### src/sv/accel_shake_detector_macros.svh
// Assertion macros for the shake detector.
`ifndef ACCEL_SHAKE_DETECTOR_MACROS_SVH
`define ACCEL_SHAKE_DETECTOR_MACROS_SVH

`ifndef SYNTHESIS
// same-cycle implication
`define ASD_ASSERT_IMP(label, ante, cons) \
  label: assert property (@(posedge clk_i) disable iff (!rst_ni) (ante) |-> (cons)) \
    else $error("accel_shake_detector: same-cycle check failed");
// next-cycle implication
`define ASD_ASSERT_NXT(label, ante, cons) \
  label: assert property (@(posedge clk_i) disable iff (!rst_ni) (ante) |=> (cons)) \
    else $error("accel_shake_detector: next-cycle check failed");
`else
`define ASD_ASSERT_IMP(label, ante, cons)
`define ASD_ASSERT_NXT(label, ante, cons)
`endif

`endif

### src/sv/asd_pkg.sv
// Shared widths, constants, types and microcode ROM of the shake detector.
package asd_pkg;

  localparam int unsigned TimeW     = 48;
  localparam int unsigned AccelW    = 16;
  localparam int unsigned LevelW    = 24;
  localparam int unsigned MagW      = 17;
  localparam int unsigned IntervalW = 32;
  localparam int unsigned ThreshW   = 23;
  localparam int unsigned DecayW    = 16;
  localparam int unsigned CfgW      = 32;
  localparam int unsigned CfgIdxW   = 2;
  localparam int unsigned PcW       = 4;
  localparam int unsigned IterW     = 4;
  localparam int unsigned RootW     = 32;
  localparam int unsigned MulAW     = LevelW + 1;
  localparam int unsigned MulBW     = DecayW + 1;
  localparam int unsigned ProdW     = MulAW + MulBW;

  localparam logic [CfgIdxW-1:0] REG_MIN_INTERVAL    = 2'd0;
  localparam logic [CfgIdxW-1:0] REG_SHAKE_THRESHOLD = 2'd1;
  localparam logic [CfgIdxW-1:0] REG_DECAY_FACTOR    = 2'd2;

  localparam logic [IntervalW-1:0] MIN_INTERVAL_RST = 32'd1000000;
  localparam logic [ThreshW-1:0]   THRESHOLD_RST    = 23'd2816;   // 11.0
  localparam logic [DecayW-1:0]    DECAY_RST        = 16'd58982;  // 0.9
  localparam logic [MagW-1:0]      MAG_RST          = 17'd2509;   // 9.8

  localparam logic [IterW-1:0] SQRT_LAST_ITER = 4'd15;

  typedef enum logic [3:0] {
    OP_NOP,
    OP_WAIT,
    OP_MUL_X,
    OP_MUL_Y,
    OP_MUL_Z,
    OP_SQ_SUM,
    OP_SQRT,
    OP_MUL_LVL,
    OP_UPDATE,
    OP_EMIT
  } op_e;

  typedef enum logic [2:0] {
    COND_NEVER,
    COND_NO_WORD,
    COND_GATE_SHUT,
    COND_ITER_MORE,
    COND_OUT_BUSY,
    COND_ALWAYS
  } cond_e;

  // hold: stay on this step while true; jump: go to target when true
  typedef struct packed {
    op_e            op;
    cond_e          hold;
    cond_e          jump;
    logic [PcW-1:0] target;
  } uword_t;

  typedef struct packed {
    logic in_valid;
    logic gate_open;
    logic iter_more;
    logic out_busy;
  } seq_stat_t;

  typedef struct packed {
    logic gate_open;
    logic iter_more;
  } dp_stat_t;

  localparam logic [PcW-1:0] PC_WAIT = 4'd0;
  localparam logic [PcW-1:0] PC_EMIT = 4'd9;

  function automatic uword_t ucode(input logic [PcW-1:0] pc);
    uword_t w;
    case (pc)
      4'd0:    w = '{op: OP_WAIT,    hold: COND_NO_WORD,   jump: COND_NEVER,     target: PC_WAIT};
      4'd1:    w = '{op: OP_NOP,     hold: COND_NEVER,     jump: COND_GATE_SHUT, target: PC_EMIT};
      4'd2:    w = '{op: OP_MUL_X,   hold: COND_NEVER,     jump: COND_NEVER,     target: PC_WAIT};
      4'd3:    w = '{op: OP_MUL_Y,   hold: COND_NEVER,     jump: COND_NEVER,     target: PC_WAIT};
      4'd4:    w = '{op: OP_MUL_Z,   hold: COND_NEVER,     jump: COND_NEVER,     target: PC_WAIT};
      4'd5:    w = '{op: OP_SQ_SUM,  hold: COND_NEVER,     jump: COND_NEVER,     target: PC_WAIT};
      4'd6:    w = '{op: OP_SQRT,    hold: COND_ITER_MORE, jump: COND_NEVER,     target: PC_WAIT};
      4'd7:    w = '{op: OP_MUL_LVL, hold: COND_NEVER,     jump: COND_NEVER,     target: PC_WAIT};
      4'd8:    w = '{op: OP_UPDATE,  hold: COND_NEVER,     jump: COND_NEVER,     target: PC_WAIT};
      4'd9:    w = '{op: OP_EMIT,    hold: COND_OUT_BUSY,  jump: COND_ALWAYS,    target: PC_WAIT};
      default: w = '{op: OP_NOP,     hold: COND_NEVER,     jump: COND_ALWAYS,    target: PC_WAIT};
    endcase
    return w;
  endfunction

endpackage

### src/sv/asd_seq.sv
// Microcode sequencer: step counter, control ROM and branch logic.
module asd_seq (
  input  logic               clk_i,
  input  logic               rst_ni,
  input  asd_pkg::seq_stat_t stat_i,
  output asd_pkg::uword_t    uword_o
);
  import asd_pkg::*;

  logic [PcW-1:0] pc_q, pc_d;
  uword_t         uw;

  function automatic logic cond_true(input cond_e c, input seq_stat_t s);
    logic r;
    case (c)
      COND_NEVER:     r = 1'b0;
      COND_NO_WORD:   r = !s.in_valid;
      COND_GATE_SHUT: r = !s.gate_open;
      COND_ITER_MORE: r = s.iter_more;
      COND_OUT_BUSY:  r = s.out_busy;
      COND_ALWAYS:    r = 1'b1;
      default:        r = 1'b0;
    endcase
    return r;
  endfunction

  assign uw      = ucode(pc_q);
  assign uword_o = uw;

  always_comb begin
    if (cond_true(uw.hold, stat_i)) begin
      pc_d = pc_q;
    end else if (cond_true(uw.jump, stat_i)) begin
      pc_d = uw.target;
    end else begin
      pc_d = pc_q + PcW'(1);
    end
  end

  always_ff @(posedge clk_i or negedge rst_ni) begin
    if (!rst_ni) begin
      pc_q <= PC_WAIT;
    end else begin
      pc_q <= pc_d;
    end
  end

endmodule

### src/sv/asd_dp.sv
// Datapath: shared multiplier, bit-pair square root, leaky level update and state.
module asd_dp (
  input  logic                            clk_i,
  input  logic                            rst_ni,
  input  asd_pkg::op_e                    op_i,
  input  logic                            accept_i,
  input  logic [asd_pkg::TimeW-1:0]       sample_time_i,
  input  logic signed [asd_pkg::AccelW-1:0] accel_x_i,
  input  logic signed [asd_pkg::AccelW-1:0] accel_y_i,
  input  logic signed [asd_pkg::AccelW-1:0] accel_z_i,
  input  logic [asd_pkg::IntervalW-1:0]   min_interval_i,
  input  logic [asd_pkg::ThreshW-1:0]     shake_threshold_i,
  input  logic [asd_pkg::DecayW-1:0]      decay_factor_i,
  output asd_pkg::dp_stat_t               stat_o,
  output logic                            taken_o,
  output logic                            seen_o,
  output logic signed [asd_pkg::LevelW-1:0] level_o
);
  import asd_pkg::*;

  localparam int unsigned ScW    = ProdW - 16;
  localparam int unsigned DeltaW = MagW + 1;
  localparam int unsigned SumW   = ScW + 2;

  // sample word
  logic [TimeW-1:0]         time_q;
  logic signed [AccelW-1:0] x_q, y_q, z_q;
  logic                     gate_q;

  // architectural state
  logic [MagW-1:0]          mag_q;
  logic signed [LevelW-1:0] lvl_q;
  logic [TimeW-1:0]         last_q;
  logic                     taken_q, seen_q;

  // working registers
  logic signed [ProdW-1:0]  prod_q;
  logic [RootW-1:0]         acc_q, root_q;
  logic [IterW-1:0]         it_q;

  logic [TimeW-1:0]         diff;
  logic signed [MulAW-1:0]  mul_a;
  logic signed [MulBW-1:0]  mul_b;
  logic signed [ProdW-1:0]  mul_p;
  logic [RootW-1:0]         bit_val, root_plus;
  logic                     sq_ge;
  logic [ScW-1:0]           scaled;
  logic [DeltaW-1:0]        delta;
  logic [SumW-1:0]          lvl_sum;
  logic                     sat_hi, sat_lo;
  logic signed [LevelW-1:0] lvl_new;
  logic                     shake;

  assign diff = sample_time_i - last_q;

  always_comb begin
    case (op_i)
      OP_MUL_X: begin
        mul_a = {{(MulAW-AccelW){x_q[AccelW-1]}}, x_q};
        mul_b = {{(MulBW-AccelW){x_q[AccelW-1]}}, x_q};
      end
      OP_MUL_Y: begin
        mul_a = {{(MulAW-AccelW){y_q[AccelW-1]}}, y_q};
        mul_b = {{(MulBW-AccelW){y_q[AccelW-1]}}, y_q};
      end
      OP_MUL_Z: begin
        mul_a = {{(MulAW-AccelW){z_q[AccelW-1]}}, z_q};
        mul_b = {{(MulBW-AccelW){z_q[AccelW-1]}}, z_q};
      end
      OP_MUL_LVL: begin
        mul_a = {lvl_q[LevelW-1], lvl_q};
        mul_b = {1'b0, decay_factor_i};
      end
      default: begin
        mul_a = '0;
        mul_b = '0;
      end
    endcase
  end

  assign mul_p = mul_a * mul_b;

  // one restoring step of the digit-pair square root
  assign bit_val   = RootW'(1) << {it_q, 1'b0};
  assign root_plus = root_q + bit_val;
  assign sq_ge     = acc_q >= root_plus;

  // floor(level*decay/65536) is the arithmetic shift of the product
  assign scaled  = prod_q[ProdW-1:16];
  assign delta   = {1'b0, root_q[MagW-1:0]} - {1'b0, mag_q};
  assign lvl_sum = {{(SumW-ScW){scaled[ScW-1]}}, scaled}
                 + {{(SumW-DeltaW){delta[DeltaW-1]}}, delta};
  assign sat_hi  = !lvl_sum[SumW-1] && (lvl_sum[SumW-2:LevelW-1] != '0);
  assign sat_lo  = lvl_sum[SumW-1] && (lvl_sum[SumW-2:LevelW-1] != '1);

  always_comb begin
    if (sat_hi) begin
      lvl_new = {1'b0, {(LevelW-1){1'b1}}};
    end else if (sat_lo) begin
      lvl_new = {1'b1, {(LevelW-1){1'b0}}};
    end else begin
      lvl_new = lvl_sum[LevelW-1:0];
    end
  end

  assign shake = lvl_new > $signed({1'b0, shake_threshold_i});

  // sample word and working registers
  always_ff @(posedge clk_i) begin
    if (accept_i) begin
      time_q <= sample_time_i;
      x_q    <= accel_x_i;
      y_q    <= accel_y_i;
      z_q    <= accel_z_i;
      gate_q <= diff > {{(TimeW-IntervalW){1'b0}}, min_interval_i};
    end
    case (op_i)
      OP_MUL_X, OP_MUL_LVL: begin
        prod_q <= mul_p;
      end
      OP_MUL_Y: begin
        prod_q <= mul_p;
        acc_q  <= prod_q[RootW-1:0];
      end
      OP_MUL_Z: begin
        prod_q <= mul_p;
        acc_q  <= acc_q + prod_q[RootW-1:0];
      end
      OP_SQ_SUM: begin
        acc_q  <= acc_q + prod_q[RootW-1:0];
        root_q <= '0;
        it_q   <= SQRT_LAST_ITER;
      end
      OP_SQRT: begin
        if (sq_ge) begin
          acc_q  <= acc_q - root_plus;
          root_q <= (root_q >> 1) + bit_val;
        end else begin
          root_q <= root_q >> 1;
        end
        it_q <= it_q - IterW'(1);
      end
      default: begin
      end
    endcase
  end

  // detector state
  always_ff @(posedge clk_i or negedge rst_ni) begin
    if (!rst_ni) begin
      mag_q   <= MAG_RST;
      lvl_q   <= '0;
      last_q  <= '0;
      taken_q <= 1'b0;
      seen_q  <= 1'b0;
    end else if (accept_i) begin
      taken_q <= 1'b0;
      seen_q  <= 1'b0;
    end else if (op_i == OP_UPDATE) begin
      mag_q   <= root_q[MagW-1:0];
      lvl_q   <= lvl_new;
      taken_q <= 1'b1;
      seen_q  <= shake;
      if (shake) begin
        last_q <= time_q;
      end
    end
  end

  assign stat_o.gate_open = gate_q;
  assign stat_o.iter_more = (it_q != '0);
  assign taken_o          = taken_q;
  assign seen_o           = seen_q;
  assign level_o          = lvl_q;

endmodule

### src/sv/accel_shake_detector.sv
// Top level of the accelerometer shake detector: config registers, output register.
// A new word is taken only after the previous result is loaded into the output
// register. A shut interval gate skips the multiplies and the 16-step square root
// loop; the emit step holds while the output register is stalled.
// Reset (async, active low): sequencer to wait step, magnitude 9.8, level 0,
// last shake time 0, registers to their defaults, output register empty.
`include "accel_shake_detector_macros.svh"

module accel_shake_detector (
  input  logic                              clk_i,
  input  logic                              rst_ni,
  // sample channel
  input  logic                              in_valid_i,
  output logic                              in_stall_o,
  input  logic [asd_pkg::TimeW-1:0]         sample_time_i,
  input  logic signed [asd_pkg::AccelW-1:0] accel_x_i,
  input  logic signed [asd_pkg::AccelW-1:0] accel_y_i,
  input  logic signed [asd_pkg::AccelW-1:0] accel_z_i,
  // result channel
  output logic                              out_valid_o,
  input  logic                              out_stall_i,
  output logic                              sample_taken_o,
  output logic                              shake_seen_o,
  output logic signed [asd_pkg::LevelW-1:0] shake_level_o,
  // config write port
  input  logic                              cfg_we_i,
  input  logic [asd_pkg::CfgIdxW-1:0]       cfg_idx_i,
  input  logic [asd_pkg::CfgW-1:0]          cfg_wdata_i
);
  import asd_pkg::*;

  // config registers
  logic [IntervalW-1:0] interval_q;
  logic [ThreshW-1:0]   thr_q;
  logic [DecayW-1:0]    decay_q;

  // output register
  logic                     out_valid_q;
  logic                     taken_q, seen_q;
  logic signed [LevelW-1:0] level_q;

  uword_t    uw;
  seq_stat_t seq_stat;
  dp_stat_t  dp_stat;
  logic      in_accept;
  logic      out_busy;
  logic      out_load;
  logic      dp_taken, dp_seen;
  logic signed [LevelW-1:0] dp_level;

  // a word is taken only on the wait step of the program
  assign in_stall_o = (uw.op != OP_WAIT);
  assign in_accept  = in_valid_i && !in_stall_o;

  // the emit step holds while the previous result is still stalled
  assign out_busy = out_valid_q && out_stall_i;
  assign out_load = (uw.op == OP_EMIT) && !out_busy;

  assign seq_stat.in_valid  = in_valid_i;
  assign seq_stat.gate_open = dp_stat.gate_open;
  assign seq_stat.iter_more = dp_stat.iter_more;
  assign seq_stat.out_busy  = out_busy;

  asd_seq u_seq (
    .clk_i   (clk_i),
    .rst_ni  (rst_ni),
    .stat_i  (seq_stat),
    .uword_o (uw)
  );

  asd_dp u_dp (
    .clk_i             (clk_i),
    .rst_ni            (rst_ni),
    .op_i              (uw.op),
    .accept_i          (in_accept),
    .sample_time_i     (sample_time_i),
    .accel_x_i         (accel_x_i),
    .accel_y_i         (accel_y_i),
    .accel_z_i         (accel_z_i),
    .min_interval_i    (interval_q),
    .shake_threshold_i (thr_q),
    .decay_factor_i    (decay_q),
    .stat_o            (dp_stat),
    .taken_o           (dp_taken),
    .seen_o            (dp_seen),
    .level_o           (dp_level)
  );

  // config writes; an index past the list is dropped
  always_ff @(posedge clk_i or negedge rst_ni) begin
    if (!rst_ni) begin
      interval_q <= MIN_INTERVAL_RST;
      thr_q      <= THRESHOLD_RST;
      decay_q    <= DECAY_RST;
    end else if (cfg_we_i) begin
      case (cfg_idx_i)
        REG_MIN_INTERVAL:    interval_q <= cfg_wdata_i[IntervalW-1:0];
        REG_SHAKE_THRESHOLD: thr_q      <= cfg_wdata_i[ThreshW-1:0];
        REG_DECAY_FACTOR:    decay_q    <= cfg_wdata_i[DecayW-1:0];
        default: begin
        end
      endcase
    end
  end

  always_ff @(posedge clk_i or negedge rst_ni) begin
    if (!rst_ni) begin
      out_valid_q <= 1'b0;
    end else if (out_load) begin
      out_valid_q <= 1'b1;
    end else if (!out_stall_i) begin
      out_valid_q <= 1'b0;
    end
  end

  always_ff @(posedge clk_i) begin
    if (out_load) begin
      taken_q <= dp_taken;
      seen_q  <= dp_seen;
      level_q <= dp_level;
    end
  end

  assign out_valid_o    = out_valid_q;
  assign sample_taken_o = taken_q;
  assign shake_seen_o   = seen_q;
  assign shake_level_o  = level_q;

  // a shake is only reported for a sample that went through
  `ASD_ASSERT_IMP(a_seen_needs_taken, out_valid_o && shake_seen_o, sample_taken_o)
  // a reported shake level lies above the threshold
  `ASD_ASSERT_IMP(a_seen_above_thr, out_valid_o && shake_seen_o, shake_level_o > $signed({1'b0, thr_q}))
  // one word in flight: the port closes right after an accept
  `ASD_ASSERT_NXT(a_one_in_flight, in_accept, in_stall_o)
  // a loaded result shows up on the port
  `ASD_ASSERT_NXT(a_load_shows, out_load, out_valid_o)

endmodule

### config.mk
export PLATFORM = sky130hd
export DESIGN_NAME = accel_shake_detector
export DESIGN_NICKNAME = d
export VERILOG_FILES = /design/src/sv/asd_pkg.sv /design/src/sv/asd_seq.sv /design/src/sv/asd_dp.sv /design/src/sv/accel_shake_detector.sv
export VERILOG_INCLUDE_DIRS = /design/src /design/src/sv
export SDC_FILE = /design/constraint.sdc
export NUM_CORES = 2
export LEC_CHECK = 0
export BUFFER_PORTS_ARGS = -buffer_cell sky130_fd_sc_hd__buf_2
export CORE_UTILIZATION = 65
export DETAILED_ROUTE_END_ITERATION = 10
export GPL_TIMING_DRIVEN = 0
export PLACE_DENSITY = 0.94
export SYNTH_ARGS = -nofsm -noshare
export SYNTH_HDL_FRONTEND = slang
export SYNTH_HIERARCHICAL = 1
export SYNTH_SLANG_ARGS = --single-unit
export TNS_END_PERCENT = 10
### constraint.sdc
create_clock -name clk_i -period 12.1 [get_ports clk_i]
set_input_delay 1.21 -clock clk_i [delete_from_list [all_inputs] [get_ports clk_i]]
set_output_delay 1.21 -clock clk_i [all_outputs]
set_load 0.02 [all_outputs]
==> impl_metrics.env <==
export IMPL_slowest_stage="clkbuf_1"
export IMPL_portBuffers=162
export IMPL_hold_violations=0
export IMPL_avgSynthCellArea_um2=9.57
export IMPL_drtAntennaViolNets=0
export IMPL_grt_max_degree=112
export IMPL_die_x_um=252
export IMPL_dp_hpwl_mm=96.7
export IMPL_drv_slew=0
export IMPL_die_h_um=252
export IMPL_io_pins=163
export IMPL_ys_warn_count=6
export IMPL_startpoint_type="flop"
export IMPL_grt_pass1_vias=36100
export IMPL_fin_nets=5361
export IMPL_place_congestion=1.04
export IMPL_fmax_ghz=0.0855
export IMPL_maxCapViolCount=0
export IMPL_drc=0
export IMPL_fin_hold_ws_ns=0.454
export IMPL_critical_path_arrival_ns=12.06
export IMPL_reg2reg_slack_ns=0.40
export IMPL_fin_crit_ns=11.70
export IMPL_cp_common_cell="fa_1"
export IMPL_wire_per_inst_um=24.4
export IMPL_cts_clk_slew_worst_paths_ns=0.07
export IMPL_initial_core_util=0.657
export IMPL_cts_root_buf="clkbuf_16"
export IMPL_slowest_delay_ns=0.65
export IMPL_fp_dieArea_um2=63300
export IMPL_first_iter_violations=4642
export IMPL_core_area_um2=61600
export IMPL_hold_class="reg2reg"
export IMPL_fillCellCount=4104
export IMPL_first_pass_iters=9
export IMPL_track_usage=0.413
export IMPL_grt_setup_unrepaired="false"
export IMPL_tightestPinTransition_ns=1.41
export IMPL_cts_tree="yes"
export IMPL_path_class="reg2reg"
export IMPL_cts_buffer_depth=3
export IMPL_cts_buffers_inserted=45
export IMPL_clkLatencyLatePin_ns=0.63
export IMPL_mostFrequentLayoutCells="inv_1, nand2_1, fa_1"
export IMPL_fin_crit_sh=0.967
export IMPL_final_common_cell="inv_1"
export IMPL_grt_overflow=0
export IMPL_critPathRequiredTime_ns=12.46
export IMPL_drive_above_1_share=0.108
export IMPL_placementRows=91
export IMPL_cts_sinks=400
export IMPL_status="completed"
export IMPL_routed_wl_mm=130
export IMPL_syn2layout_area_growth_pct=9.94
export IMPL_max_slew_margin_rel=0.0551
export IMPL_antenna_found_initial=14
export IMPL_cp_max_fo=10
export IMPL_endpoint_kind="flop"
export IMPL_netlist_instances=4231
export IMPL_netlist_area_um2=40500
export IMPL_cts_max_level=2
export IMPL_grt_pass1_wl_mm=200
export IMPL_vias=35200
export IMPL_via_per_inst=6.58
export IMPL_skew_ns=0.0482
export IMPL_setup_viol=0
[final cells by class]
cell class | count | area (um^2) | share of cell area
Tap cell | 837 | 1050 | 0.0235
Antenna cell | 12 | 30.0 | 0.000674
Inverter | 580 | 2180 | 0.0490
Sequential cell | 400 | 11200 | 0.252
Multi-Input combinational cell | 3141 | 26700 | 0.600
Timing Repair Buffer | 177 | 1050 | 0.0236
Buffer | 117 | 539 | 0.0121
Clock inverter | 25 | 480 | 0.0108
Clock buffer | 59 | 1270 | 0.0285
[worst paths after layout]
check / depth (start not counted) / startpoint / to
worst max-delay path: 34 / u_seq/pc_q[2] / u_dp/prod_q[41]
worst min-delay path: 0 / u_dp/seen_o / shake_seen_o
worst max register to register: 34 / u_seq/pc_q[2] / u_dp/prod_q[41]
worst min register to register: 0 / u_dp/seen_o / shake_seen_o
max in group asynchronous: 2 / rst_ni / decay_q[12]
min in group asynchronous: 1 / rst_ni / u_seq/pc_q[3]
[flip-flops by register name, indices dropped and copies added, names as in the netlist, 4 cells and up]
register and cells:
u_dp/z_q 16, u_dp/prod_q 42, u_dp/level_o 24, u_dp/y_q 16, u_dp/time_q 48, u_dp/x_q 16, u_dp/mag_q 17, thr_q 23
shake_level_o 24, interval_q 32, decay_q 16, u_dp/root_q 32, u_seq/pc_q 4, u_dp/last_q 48, u_dp/it_q 4, u_dp/acc_q 32
[worst max-delay path, delay by kind of cell (launching register included)]
| family | cells | cell delay [ns] |
|---|---|---|
| AOI/OAI and AO/OA | 11 | 3.00 |
| xor gates and xnor gates | 1 | 0.12 |
| adders and majority gates | 7 | 3.50 |
| buffers and inverters | 8 | 2.20 |
| DFF | 1 | 0.41 |
| and+or+nand+nor | 7 | 2.18 |
[what timing repair did]
| item | 4_1_cts | 5_1_grt |
|---|---|---|
| endpoints found under the hold margin | 0 | 0 |
| setup buffers | 0 | 4 |
| endpoints found under the setup margin | 5 | 9 |
| resized for setup | 3 | 23 |
| pin swaps | 0 | 2 |
| hold buffers | 0 | 0 |
[routing by layer]
| metal | track usage | vias to the layer above | routed length, um |
|---|---|---|---|
| met1 | 0.513 | 16800 | 44900 |
| met2 | 0.630 | 2780 | 57300 |
| li1 | - | 14700 | - |
| met4 | 0.299 | 0 | 11300 |
| met5 | 0 | - | 0 |
| met3 | 0.107 | 822 | 16800 |
[through the flow]
stage	cell area [um^2]	utilization	std cells	TNS [ns]	worst slack, ns
final	44500	0.723	5348	0	0.401
after global routing	44500	0.723	5347	0	0.104
after CTS	44400	0.721	5330	0	0.0650
after detailed placement	42600	0.692	5246	-0.826	-0.363
after global placement	42400	0.688	5237	-7.80	-1.10
after floorplan	40500	-	4238	0	3.02
Power is not shown: default switching activity piles up to over one toggle a cycle in this logic, so the estimate is an artifact.
